$ cat src/hw/rtl/palette_rle_sprite_decoder_unit_defines.svh
// Assertion helpers for the decoder top module.
`ifndef PALETTE_RLE_SPRITE_DECODER_UNIT_DEFINES_SVH
`define PALETTE_RLE_SPRITE_DECODER_UNIT_DEFINES_SVH

// Checked on every clock edge outside reset.
`define PRSD_ASSERT(label, prop, msg) \
  label: assert property (@(posedge clk_i) disable iff (!rst_ni) prop) \
    else $error(msg);

// Checked on every clock edge, reset included.
`define PRSD_ASSERT_ALWAYS(label, prop, msg) \
  label: assert property (@(posedge clk_i) prop) else $error(msg);

`endif

$ cat src/hw/rtl/prsd_pkg.sv
package prsd_pkg;

  localparam int PaletteDepthDefault = 256;
  localparam int CmdQueueDepth       = 2;

  // Input operation codes.
  localparam logic [1:0] OpPalWrite = 2'd0;
  localparam logic [1:0] OpFrame    = 2'd1;
  localparam logic [1:0] OpStream   = 2'd2;

  // Result kinds.
  localparam logic [1:0] KindTransparent = 2'd0;
  localparam logic [1:0] KindOpaque      = 2'd1;
  localparam logic [1:0] KindError       = 2'd2;

  typedef struct packed {
    logic [1:0]  op;
    logic [7:0]  data_byte;
    logic [7:0]  entry_slot;
    logic [7:0]  entry_red;
    logic [7:0]  entry_green;
    logic [7:0]  entry_blue;
    logic [15:0] frame_width;
    logic [15:0] frame_height;
  } item_t;

  typedef struct packed {
    logic [1:0]  kind;
    logic [31:0] position;
    logic [7:0]  run_length;
    logic [7:0]  blue;
    logic [7:0]  green;
    logic [7:0]  red;
    logic [7:0]  alpha;
    logic [7:0]  color_index;
  } result_t;

  // Work handed from the parser to the palette side. For a palette write,
  // index is the slot and the color fields carry the entry.
  typedef struct packed {
    logic        is_write;
    logic [1:0]  kind;
    logic [31:0] position;
    logic [7:0]  run_length;
    logic [7:0]  alpha;
    logic [7:0]  index;
    logic [7:0]  red;
    logic [7:0]  green;
    logic [7:0]  blue;
  } cmd_t;

endpackage

$ cat src/hw/rtl/prsd_queue.sv
module prsd_queue import prsd_pkg::*; (
  input  logic clk_i,
  input  logic rst_ni,
  input  logic push_i,
  input  cmd_t push_data_i,
  input  logic pop_i,
  output cmd_t head_o,
  output logic full_o,
  output logic empty_o
);

  localparam int PtrW = $clog2(CmdQueueDepth);
  localparam int CntW = $clog2(CmdQueueDepth + 1);

  cmd_t            slots_q [CmdQueueDepth];
  logic [PtrW-1:0] wr_ptr_q, rd_ptr_q;
  logic [CntW-1:0] count_q;

  assign full_o  = (count_q == CntW'(CmdQueueDepth));
  assign empty_o = (count_q == '0);
  assign head_o  = slots_q[rd_ptr_q];

  always_ff @(posedge clk_i) begin
    if (push_i) begin
      slots_q[wr_ptr_q] <= push_data_i;
    end
  end

  always_ff @(posedge clk_i or negedge rst_ni) begin
    if (!rst_ni) begin
      wr_ptr_q <= '0;
      rd_ptr_q <= '0;
      count_q  <= '0;
    end else begin
      if (push_i) begin
        wr_ptr_q <= wr_ptr_q + PtrW'(1);
      end
      if (pop_i) begin
        rd_ptr_q <= rd_ptr_q + PtrW'(1);
      end
      if (push_i && !pop_i) begin
        count_q <= count_q + CntW'(1);
      end else if (pop_i && !push_i) begin
        count_q <= count_q - CntW'(1);
      end
    end
  end

endmodule

$ cat config.mk
export PLATFORM = sky130hd
export DESIGN_NAME = prsd_queue
export DESIGN_NICKNAME = d
export VERILOG_FILES = /design/src/hw/rtl/palette_rle_sprite_decoder_unit_defines.svh /design/src/hw/rtl/prsd_pkg.sv /design/src/hw/rtl/prsd_queue.sv
export SDC_FILE = /design/constraint.sdc
export NUM_CORES = 1
export LEC_CHECK = 0
export BUFFER_PORTS_ARGS = -buffer_cell sky130_fd_sc_hd__clkbuf_2
export CAP_MARGIN = 10
export CELL_PAD_IN_SITES_DETAIL_PLACEMENT = 1
export CELL_PAD_IN_SITES_GLOBAL_PLACEMENT = 1
export CORE_MARGIN = 2
export CORE_UTILIZATION = 40
export CTS_CLUSTER_DIAMETER = 30
export DETAILED_ROUTE_END_ITERATION = 8
export GPL_TIMING_DRIVEN = 0
export PLACE_DENSITY_LB_ADDON = 0.1
export SYNTH_ARGS = -nofsm -noshare
export SYNTH_HDL_FRONTEND = slang
export SYNTH_SLANG_ARGS = --single-unit
$ cat constraint.sdc
create_clock -name clk_i -period 4.33 [get_ports clk_i]
set_clock_uncertainty 0.05 [all_clocks]
set_input_delay 0.866 -clock clk_i [delete_from_list [all_inputs] [get_ports clk_i]]
set_output_delay 0.866 -clock clk_i [all_outputs]
set_load 0.005 [all_outputs]
==> results_dict.tcl <==
set metrics [dict create \
    diodes 0 \
    die_x_microns 131 \
    outcome "complete, no violations" \
    vias 3156 \
    crit_type "register to output pin" \
    cts_max_level 4 \
    route.detailed.drc 0 \
    pwr-share-comb 0.306 \
    clockBufferDepth 2 \
    syn-num-nets 362 \
    synth_top_area_frac 0.776 \
    hold_class "input pin to asynchronous set/reset pin" \
    cts_sinks 170 \
    max_freq_mhz 394 \
    root_buffer "clkbuf_16" \
    critPathRequiredTime_ps 3410 \
    p_int_w 0.00376 \
    vias_per_cell 4.53 \
    fin_ws_ps 1790 \
    crit_path_cell_trace "buf_6 -> buf_6 -> mux2_4 -> clkbuf_2" \
    start_util 0.407 \
    final_nets 556 \
    drive_gt1_frac 0.609 \
    syn_to_final_growth_pct 26.7 \
    layout_common_cells "171 x clkbuf_2, 166 x edfxtp_1, 60 x mux2_4, 23 x mux2_2, 17 x clkbuf_16" \
    crit_top_cell "buf_6" \
    synth_edf_count 166 \
    synthesis.area_sq_um 6420 \
    ys_seq_area_frac 0.792 \
    period_needed_ps 2540 \
    cts_tree "yes" \
    cts_made_buffers 17 \
    cp-end-kind "output pin" \
    synth_cell_types 13 \
    cp_slowest_stage_delay_ps 370 \
    yosysTopAreaCell "edfxtp_1" \
    dp.cells 665 \
    crit_path_start_kind "register" \
    clkPwrFrac 0.252 \
    stdcell_count 697 \
    finalHoldViolations 0 \
    pwr_density_cell_nw_per_um2 630 \
    ant_nets 0 \
    fin_util 0.516 \
    post-cts-setup-buffer-count 0 \
    drt_iter0_markers 132 \
    ctsResizeCount 0 \
    place_ws_ps 1960 \
    hold_buffers 0 \
    rows 46 \
    clk_latency_ps 420 \
    seq_power_share 0.442 \
    dieHeight_microns 131 \
    rsz0062_at_grt "false" \
    switching_share 0.267 \
    core_sq_um 15800 \
    wl_per_cell_microns 16.9 \
    wirelength_microns 11800 \
    drv_slew 0 \
    final_common_cell "clkbuf_2" \
    dieArea_sq_um 17100 \
    arrival_ps 1620 \
    slew_headroom 0.555 \
    grt_remaining_overflow 0 \
    yosysWarnings 0 \
    dp_hpwl_microns 8050 \
    syn_inst 274 \
    leakage_nw 3.28 \
    grt_pass1_vias 3423 \
    firstDrtPassIters 4 \
    clkSlewWorstSetupHoldPaths_ps 60 \
    grt_use_total 0.143 \
    p_switching_w 0.00137 \
    period_share 0.587 \
    cpMaxStageDelayCell "dfrtp_1" \
    syn_area_per_cell_sq_um 23.4 \
    synthArstFlopShare 0.0235 \
    ys.flop_type "edfxtp_1" \
    grt_pass1_wl_microns 17700 \
    cp_max_fo 10 \
    peakVddDrop_uv 297 \
    antenna_found_initial 1 \
    grt_max_degree 47 \
    worstMarginPinSlew_ps 668 \
    synth.top_cells.by_area "edfxtp_1 78%, mux2_4 14%, mux2_2 4.0%, dfrtp_1 1.6%, buf_6 1.2%" \
    io_buffers 171 \
    setup-violations-final 0 \
    io_pins 172 \
    max-cap-violations 0 \
    ys_ff_latch 170 \
    place_congestion 0.669 \
    total_power_w 0.00513 \
]
[sequential cells by signal (all words and copies together) (netlist names)]
signal,flops
slots_q,166
count_q,2
rd_ptr_q,1
wr_ptr_q,1
[area by class of cell]
type	instances	area (sq um)
fill	1531	7640
multi-input combinational	94	1250
buffer	9	88.8
inverter	1	3.75
clock inverter	12	58.8
timing repair buffer	175	936
tap	216	270
clock buffer	20	437
sequential	170	5080
[synthesized netlist by cell type, types with 2 or more instances]
cell / number
nor2_1: 2
edfxtp_1: 166
buf_2: 2
mux2_4: 60
xor2_1: 4
dfrtp_1: 4
buf_6: 7
mux2_2: 23
nor2b_1: 2
[stage by stage]
step                area (sq um)  setup TNS (ps)  hold slack, ps
floorplan                   6420               0             406
global placement            7550          -90270             429
detailed placement          7640               0             427
CTS                         8130               0             170
global route                8130               0             170
finish                      8130               0             190
[path summary, 6_finish.rpt]
check | from | endpoint | slack, ps | cells past startpoint
max in group asynchronous | rst_ni | count_q[1] | 3920 | 1
min | rst_ni | count_q[0] | 190 | 1
min reg2reg | count_q[1] | count_q[1] | 450 | 1
max reg2reg | wr_ptr_q | slots_q[1][28] | 2570 | 2
max | rd_ptr_q | head_o[28] | 1790 | 4
min in group clk_i | count_q[1] | count_q[1] | 450 | 1
[power by group through the flow]
| stage | Combinational, W | Clock [W] | Sequential [W] |
|---|---|---|---|
| floorplan | 0.000993 | 0 | 0.00230 |
| global placement | 0.00155 | 0 | 0.00233 |
| detailed placement | 0.00162 | 0 | 0.00231 |
| CTS | 0.00162 | 0.00133 | 0.00227 |
| global route | 0.00172 | 0.00138 | 0.00230 |
| finish | 0.00157 | 0.00129 | 0.00227 |
[worst max-delay path: cells and delay by family, from the launching register on]
kind / cells / cell delay, ps
flops: 1 / 370
mux: 1 / 310
buf+inv: 3 / 530
[layer usage]
metal | track usage | vias up | routed length (microns) | part of all wire
met4 | 0.0688 | 2 | 258 | 0.022
li1 | - | 1469 | - | -
met1 | 0.151 | 1551 | 4500 | 0.38
met3 | 0.0639 | 20 | 888 | 0.076
met2 | 0.246 | 114 | 6090 | 0.52
met5 | 0 | - | 13 | 0.0011
[kinds of logic (layout without fill, tap and decap cells)]
kind of cell,Yosys count,in the layout,share of synthesized area
adder cells (fa/ha/maj),1,1,0.00195
XOR/XNOR,5,5,0.00682
flip-flops,170,170,0.792
AND/OR/NAND/NOR,5,5,0.00409
buffers and inverters,10,217,0.0144
multiplexers,83,83,0.181
Power figures use the tool's default switching activity.
