[src/hw/rtl/palette_rle_sprite_decoder_unit_defines.svh]
// Assertion helpers for the decoder top module.
`ifndef PALETTE_RLE_SPRITE_DECODER_UNIT_DEFINES_SVH
`define PALETTE_RLE_SPRITE_DECODER_UNIT_DEFINES_SVH

// Checked on every clock edge outside reset.
`define PRSD_ASSERT(label, prop, msg) \
  label: assert property (@(posedge clk_i) disable iff (!rst_ni) prop) \
    else $error(msg);

// Checked on every clock edge, reset included.
`define PRSD_ASSERT_ALWAYS(label, prop, msg) \
  label: assert property (@(posedge clk_i) prop) else $error(msg);

`endif

[src/hw/rtl/prsd_pkg.sv]
package prsd_pkg;

  localparam int PaletteDepthDefault = 256;
  localparam int CmdQueueDepth       = 2;

  // Input operation codes.
  localparam logic [1:0] OpPalWrite = 2'd0;
  localparam logic [1:0] OpFrame    = 2'd1;
  localparam logic [1:0] OpStream   = 2'd2;

  // Result kinds.
  localparam logic [1:0] KindTransparent = 2'd0;
  localparam logic [1:0] KindOpaque      = 2'd1;
  localparam logic [1:0] KindError       = 2'd2;

  typedef struct packed {
    logic [1:0]  op;
    logic [7:0]  data_byte;
    logic [7:0]  entry_slot;
    logic [7:0]  entry_red;
    logic [7:0]  entry_green;
    logic [7:0]  entry_blue;
    logic [15:0] frame_width;
    logic [15:0] frame_height;
  } item_t;

  typedef struct packed {
    logic [1:0]  kind;
    logic [31:0] position;
    logic [7:0]  run_length;
    logic [7:0]  blue;
    logic [7:0]  green;
    logic [7:0]  red;
    logic [7:0]  alpha;
    logic [7:0]  color_index;
  } result_t;

  // Work handed from the parser to the palette side. For a palette write,
  // index is the slot and the color fields carry the entry.
  typedef struct packed {
    logic        is_write;
    logic [1:0]  kind;
    logic [31:0] position;
    logic [7:0]  run_length;
    logic [7:0]  alpha;
    logic [7:0]  index;
    logic [7:0]  red;
    logic [7:0]  green;
    logic [7:0]  blue;
  } cmd_t;

endpackage

[src/hw/rtl/prsd_front.sv]
module prsd_front import prsd_pkg::*; (
  input  logic  clk_i,
  input  logic  rst_ni,
  input  logic  accept_i,
  input  item_t item_i,
  output logic  cmd_valid_o,
  output cmd_t  cmd_o
);

  localparam logic [1:0] PhSize   = 2'd0;
  localparam logic [1:0] PhAlpha  = 2'd1;
  localparam logic [1:0] PhIndex  = 2'd2;
  localparam logic [1:0] PhIgnore = 2'd3;

  logic [1:0]  phase_q, phase_d;
  logic [7:0]  remain_q, remain_d;
  logic [7:0]  alpha_q, alpha_d;
  logic [31:0] pos_q, pos_d;
  logic [31:0] frame_pixels_q, frame_pixels_d;
  logic [31:0] product;
  logic [7:0]  remain_dec;

  assign product    = item_i.frame_width * item_i.frame_height;
  assign remain_dec = remain_q - 8'd1;

  always_comb begin
    phase_d        = phase_q;
    remain_d       = remain_q;
    alpha_d        = alpha_q;
    pos_d          = pos_q;
    frame_pixels_d = frame_pixels_q;
    cmd_valid_o    = 1'b0;
    cmd_o          = '0;
    case (item_i.op)
      OpPalWrite: begin
        cmd_valid_o    = 1'b1;
        cmd_o.is_write = 1'b1;
        cmd_o.index    = item_i.entry_slot;
        cmd_o.red      = item_i.entry_red;
        cmd_o.green    = item_i.entry_green;
        cmd_o.blue     = item_i.entry_blue;
      end
      OpFrame: begin
        frame_pixels_d = product;
        pos_d          = '0;
        remain_d       = '0;
        alpha_d        = '0;
        // An empty frame is known from the factors, without the product.
        phase_d = (item_i.frame_width == '0 || item_i.frame_height == '0) ? PhIgnore : PhSize;
      end
      OpStream: begin
        unique case (phase_q)
          PhSize: begin
            if (pos_q > frame_pixels_q) begin
              phase_d        = PhIgnore;
              cmd_valid_o    = 1'b1;
              cmd_o.kind     = KindError;
              cmd_o.position = pos_q;
            end else begin
              remain_d = item_i.data_byte;
              phase_d  = PhAlpha;
            end
          end
          PhAlpha: begin
            if (item_i.data_byte == '0) begin
              cmd_valid_o      = 1'b1;
              cmd_o.kind       = KindTransparent;
              cmd_o.position   = pos_q;
              cmd_o.run_length = remain_q;
              pos_d            = pos_q + 32'(remain_q);
              remain_d         = '0;
              phase_d          = PhSize;
            end else if (remain_q == '0) begin
              phase_d = PhSize;
            end else begin
              alpha_d = item_i.data_byte;
              phase_d = PhIndex;
            end
          end
          PhIndex: begin
            cmd_valid_o      = 1'b1;
            cmd_o.kind       = KindOpaque;
            cmd_o.position   = pos_q;
            cmd_o.run_length = 8'd1;
            cmd_o.alpha      = alpha_q;
            cmd_o.index      = item_i.data_byte;
            pos_d            = pos_q + 32'd1;
            remain_d         = remain_dec;
            if (remain_dec == '0) begin
              phase_d = PhSize;
            end
          end
          PhIgnore: begin
            phase_d = PhIgnore;
          end
          default: begin
            phase_d = PhIgnore;
          end
        endcase
      end
      default: begin
        cmd_valid_o = 1'b0;
      end
    endcase
  end

  always_ff @(posedge clk_i or negedge rst_ni) begin
    if (!rst_ni) begin
      phase_q        <= PhSize;
      remain_q       <= '0;
      alpha_q        <= '0;
      pos_q          <= '0;
      frame_pixels_q <= '0;
    end else if (accept_i) begin
      phase_q        <= phase_d;
      remain_q       <= remain_d;
      alpha_q        <= alpha_d;
      pos_q          <= pos_d;
      frame_pixels_q <= frame_pixels_d;
    end
  end

endmodule

[config.mk]
export PLATFORM = sky130hd
export DESIGN_NAME = prsd_front
export DESIGN_NICKNAME = d
export VERILOG_FILES = /design/src/hw/rtl/palette_rle_sprite_decoder_unit_defines.svh /design/src/hw/rtl/prsd_pkg.sv /design/src/hw/rtl/prsd_front.sv
export SDC_FILE = /design/constraint.sdc
export NUM_CORES = 1
export LEC_CHECK = 0
export BUFFER_PORTS_ARGS = -buffer_cell sky130_fd_sc_hd__clkbuf_2
export CORE_ASPECT_RATIO = 1.2
export CORE_MARGIN = 2
export CORE_UTILIZATION = 50
export DETAILED_ROUTE_END_ITERATION = 8
export PLACE_DENSITY = 0.7
export REMOVE_ABC_BUFFERS = 1
export SLEW_MARGIN = 0
export SYNTH_ARGS = -nofsm -noshare
export SYNTH_HDL_FRONTEND = slang
export SYNTH_SLANG_ARGS = --single-unit
[constraint.sdc]
create_clock -name clk_i -period 7.6 [get_ports clk_i]
set_clock_uncertainty 0.2 [all_clocks]
set_input_delay 0.76 -clock clk_i [delete_from_list [all_inputs] [get_ports clk_i]]
set_output_delay 0.76 -clock clk_i [all_outputs]
set_load 0.02 [all_outputs]
==> flow_metrics.tcl <==
set metrics [dict create \
    numCtsBuffers 9 \
    clockBufferDepth 2 \
    fmax_mhz 152 \
    synth-main-ff-cell "dfrtp_1" \
    most-common-layout-cells "inv_1 (268), nand2_1 (227), fa_1 (195)" \
    cts_tree "built" \
    worst_pin_slew_ns 1.19 \
    start_util 0.506 \
    r2r-start "phase_q[0]$_DFFE_PN0P_" \
    dp.cells 2095 \
    fin_crit_sh 0.865 \
    seq_area_frac_synth 0.146 \
    post-route-min-period_ns 6.57 \
    syn_area_sq_um 14100 \
    startpoint_type "input port" \
    gp_congestion 0.905 \
    via_count 11265 \
    combPwrFrac 0.841 \
    area_growth_pct 9.23 \
    drive_above_1_share 0.120 \
    ir_drop_v 0.000461 \
    cts_root_buf "clkbuf_16" \
    insertedDiodeCount 0 \
    avgRoutedWirePerCell_microns 16.4 \
    dp_hpwl_microns 28000 \
    die_x_microns 157 \
    setup_viol 0 \
    path_cells "clkbuf_2 > and2_1 > fa_1 > inv_1 > fa_1 > fa_1 > inv_1 > fa_1 > fa_1 > inv_1 > fa_1 > inv_1 > ha_1 > a21oi_1 > o211ai_1 > a31oi_1 > o31ai_1 > a21oi_2 > o21ai_2 > a221o_1 > xnor2_1 > o21ai_1" \
    dpl_cell_area_sq_um 15100 \
    ios 161 \
    ys_warn_count 0 \
    report.final.slew_viol_count 0 \
    ctsResizeCount 0 \
    grt.overflow.total 0 \
    port-buffer-count 160 \
    r2r_slack_ns 3.40 \
    final_common_cell "inv_1" \
    grt_pass1_wl_microns 57300 \
    rows 67 \
    endpoint_kind "register" \
    finalSetupTns_ns 0 \
    switching_share 0.533 \
    critPathMostFrequentCell "fa_1" \
    die_area_sq_um 29500 \
    path_clk_slew_ns 0.06 \
    status "finished clean" \
    worstPathRequired_ns 7.59 \
    vias_per_cell 5.34 \
    dr.first_iter.drc_count 531 \
    synth_seq_cells 82 \
    worstPathMaxFanout 17 \
    critPathMaxStageDelay_ns 0.53 \
    numClockSinks 82 \
    netlist_instances 1624 \
    avgSynthCellArea_sq_um 8.68 \
    grt_max_degree 61 \
    switchingPower_uw 3340 \
    power_density_nw_per_um2 407 \
    hold_violations 0 \
    hold_buffers 0 \
    clockPowerShare 0.064 \
    drv_cap 0 \
    cts_setup_buffers 0 \
    final_cells 2111 \
    synth_edf_count 0 \
    p_seq_frac 0.095 \
    fp.dieH_microns 188 \
    r2r_cells 13 \
    fin_area_sq_um 15400 \
    crit_type "in -> reg" \
    clk_latency_ns 0.34 \
    rr_endpoint "pos_q[13]$_DFFE_PN0P_" \
    async_flop_share 1.00 \
    slew_headroom 0.209 \
    dr.pass1.iters 8 \
    ctsHtreeMaxLevel 3 \
    postRouteWirelength_microns 34600 \
    drcViolationCount 0 \
    rsz0062_at_grt "false" \
    ant_nets 0 \
    synth_cell_types 62 \
    antenna_found_initial 0 \
    worst_path_max_delay_cell "fa_1" \
    internal_power_uw 2920 \
    final_net_count 2154 \
    leakage_uw 0.00802 \
    grt_pass1_vias 11655 \
    core_area_sq_um 27800 \
    cp.arrival_ns 6.56 \
    hold_path.class "in -> async" \
    track_usage 0.240 \
]
==> registers in the layout (all words and copies together) (netlist names) <==
register        cells
frame_pixels_q     32
alpha_q             8
remain_q            8
phase_q             2
pos_q              32
==> layer usage <==
metal	up-vias	share of wire	wire length [microns]	global-route usage
met1	5537	0.43	15000	0.316
met3	56	0.047	1610	0.0312
met5	-	0	0	0
met4	0	0.021	714	0.0650
met2	306	0.50	17300	0.416
li1	5366	-	-	-
==> synthesized netlist by cell type (26+ instances only) <==
| cell type | n | share of area |
|---|---|---|
| xor2_1 | 26 | 0.016 |
| nor2_1 | 54 | 0.014 |
| dfrtp_1 | 82 | 0.15 |
| a21o_1 | 26 | 0.014 |
| nand2_1 | 228 | 0.061 |
| o21ai_0 | 51 | 0.018 |
| and2_1 | 174 | 0.077 |
| ha_1 | 155 | 0.14 |
| fa_1 | 195 | 0.28 |
| xnor2_1 | 33 | 0.021 |
| a21oi_1 | 50 | 0.018 |
| inv_1 | 268 | 0.071 |
| clkbuf_1 | 63 | 0.017 |
==> cell families (layout without fill, tap and decap cells) <==
logic type | count (synthesis) | after routing | share of synthesized area
adder cells (fa/ha/maj) | 350 | 350 | 0.415
flip-flops | 82 | 82 | 0.146
buffers and inverters | 339 | 447 | 0.0910
AO/OA/AOI/OAI | 212 | 212 | 0.0960
XOR/XNOR | 59 | 59 | 0.0367
multiplexers | 6 | 6 | 0.00479
AND/OR/NAND/NOR | 576 | 576 | 0.211
==> through the flow <==
step           hold slack [ns]  total power [uW]  utilization  setup WS, ns
2_1_floorplan            0.250              4600            -          1.48
3_3_place_gp             0.263              5700        0.543         0.843
3_5_place_dp             0.272              5820        0.543         0.696
4_1_cts                  0.168              6260        0.553          1.05
5_1_grt                  0.191              6990        0.553         0.719
6_report                 0.151              6260        0.553          1.03
==> worst max-delay path by stage <==
stage / from / end / cells after the start
after floorplan: item_i[26] / frame_pixels_q[31]$_DFFE_PN0P_ / 21
after global placement: item_i[26] / frame_pixels_q[31]$_DFFE_PN0P_ / 22
after detailed placement: item_i[26] / frame_pixels_q[31]$_DFFE_PN0P_ / 22
after CTS: item_i[26] / frame_pixels_q[31]$_DFFE_PN0P_ / 22
after global routing: item_i[23] / frame_pixels_q[31]$_DFFE_PN0P_ / 23
final: item_i[26] / frame_pixels_q[31]$_DFFE_PN0P_ / 22
==> power by group through the flow <==
stage	clock network [uW]	logic [uW]	registers (uW)
2_1_floorplan	0	4020	582
3_5_place_dp	0	5220	603
4_1_cts	408	5250	595
3_3_place_gp	0	5110	599
6_report	398	5260	595
5_1_grt	424	5960	609
==> final cells by class <==
type,count,area (sq um)
Timing Repair Buffer,163,826
Fill cell,2610,12400
Clock inverter,7,45.0
Sequential cell,82,2050
Clock buffer,9,225
Inverter,268,1010
Multi-Input combinational cell,1203,10800
Tap cell,379,474
==> critical path: cells and delay by family <==
family	cells	cell delay [ns]
adders and majority gates	7	3.33
AOI/OAI and AO/OA	8	1.57
buffers and inverters	5	0.46
and+or+nand+nor	1	0.29
xor gates and xnor gates	1	0.15
(Power assumes the default switching activity.)
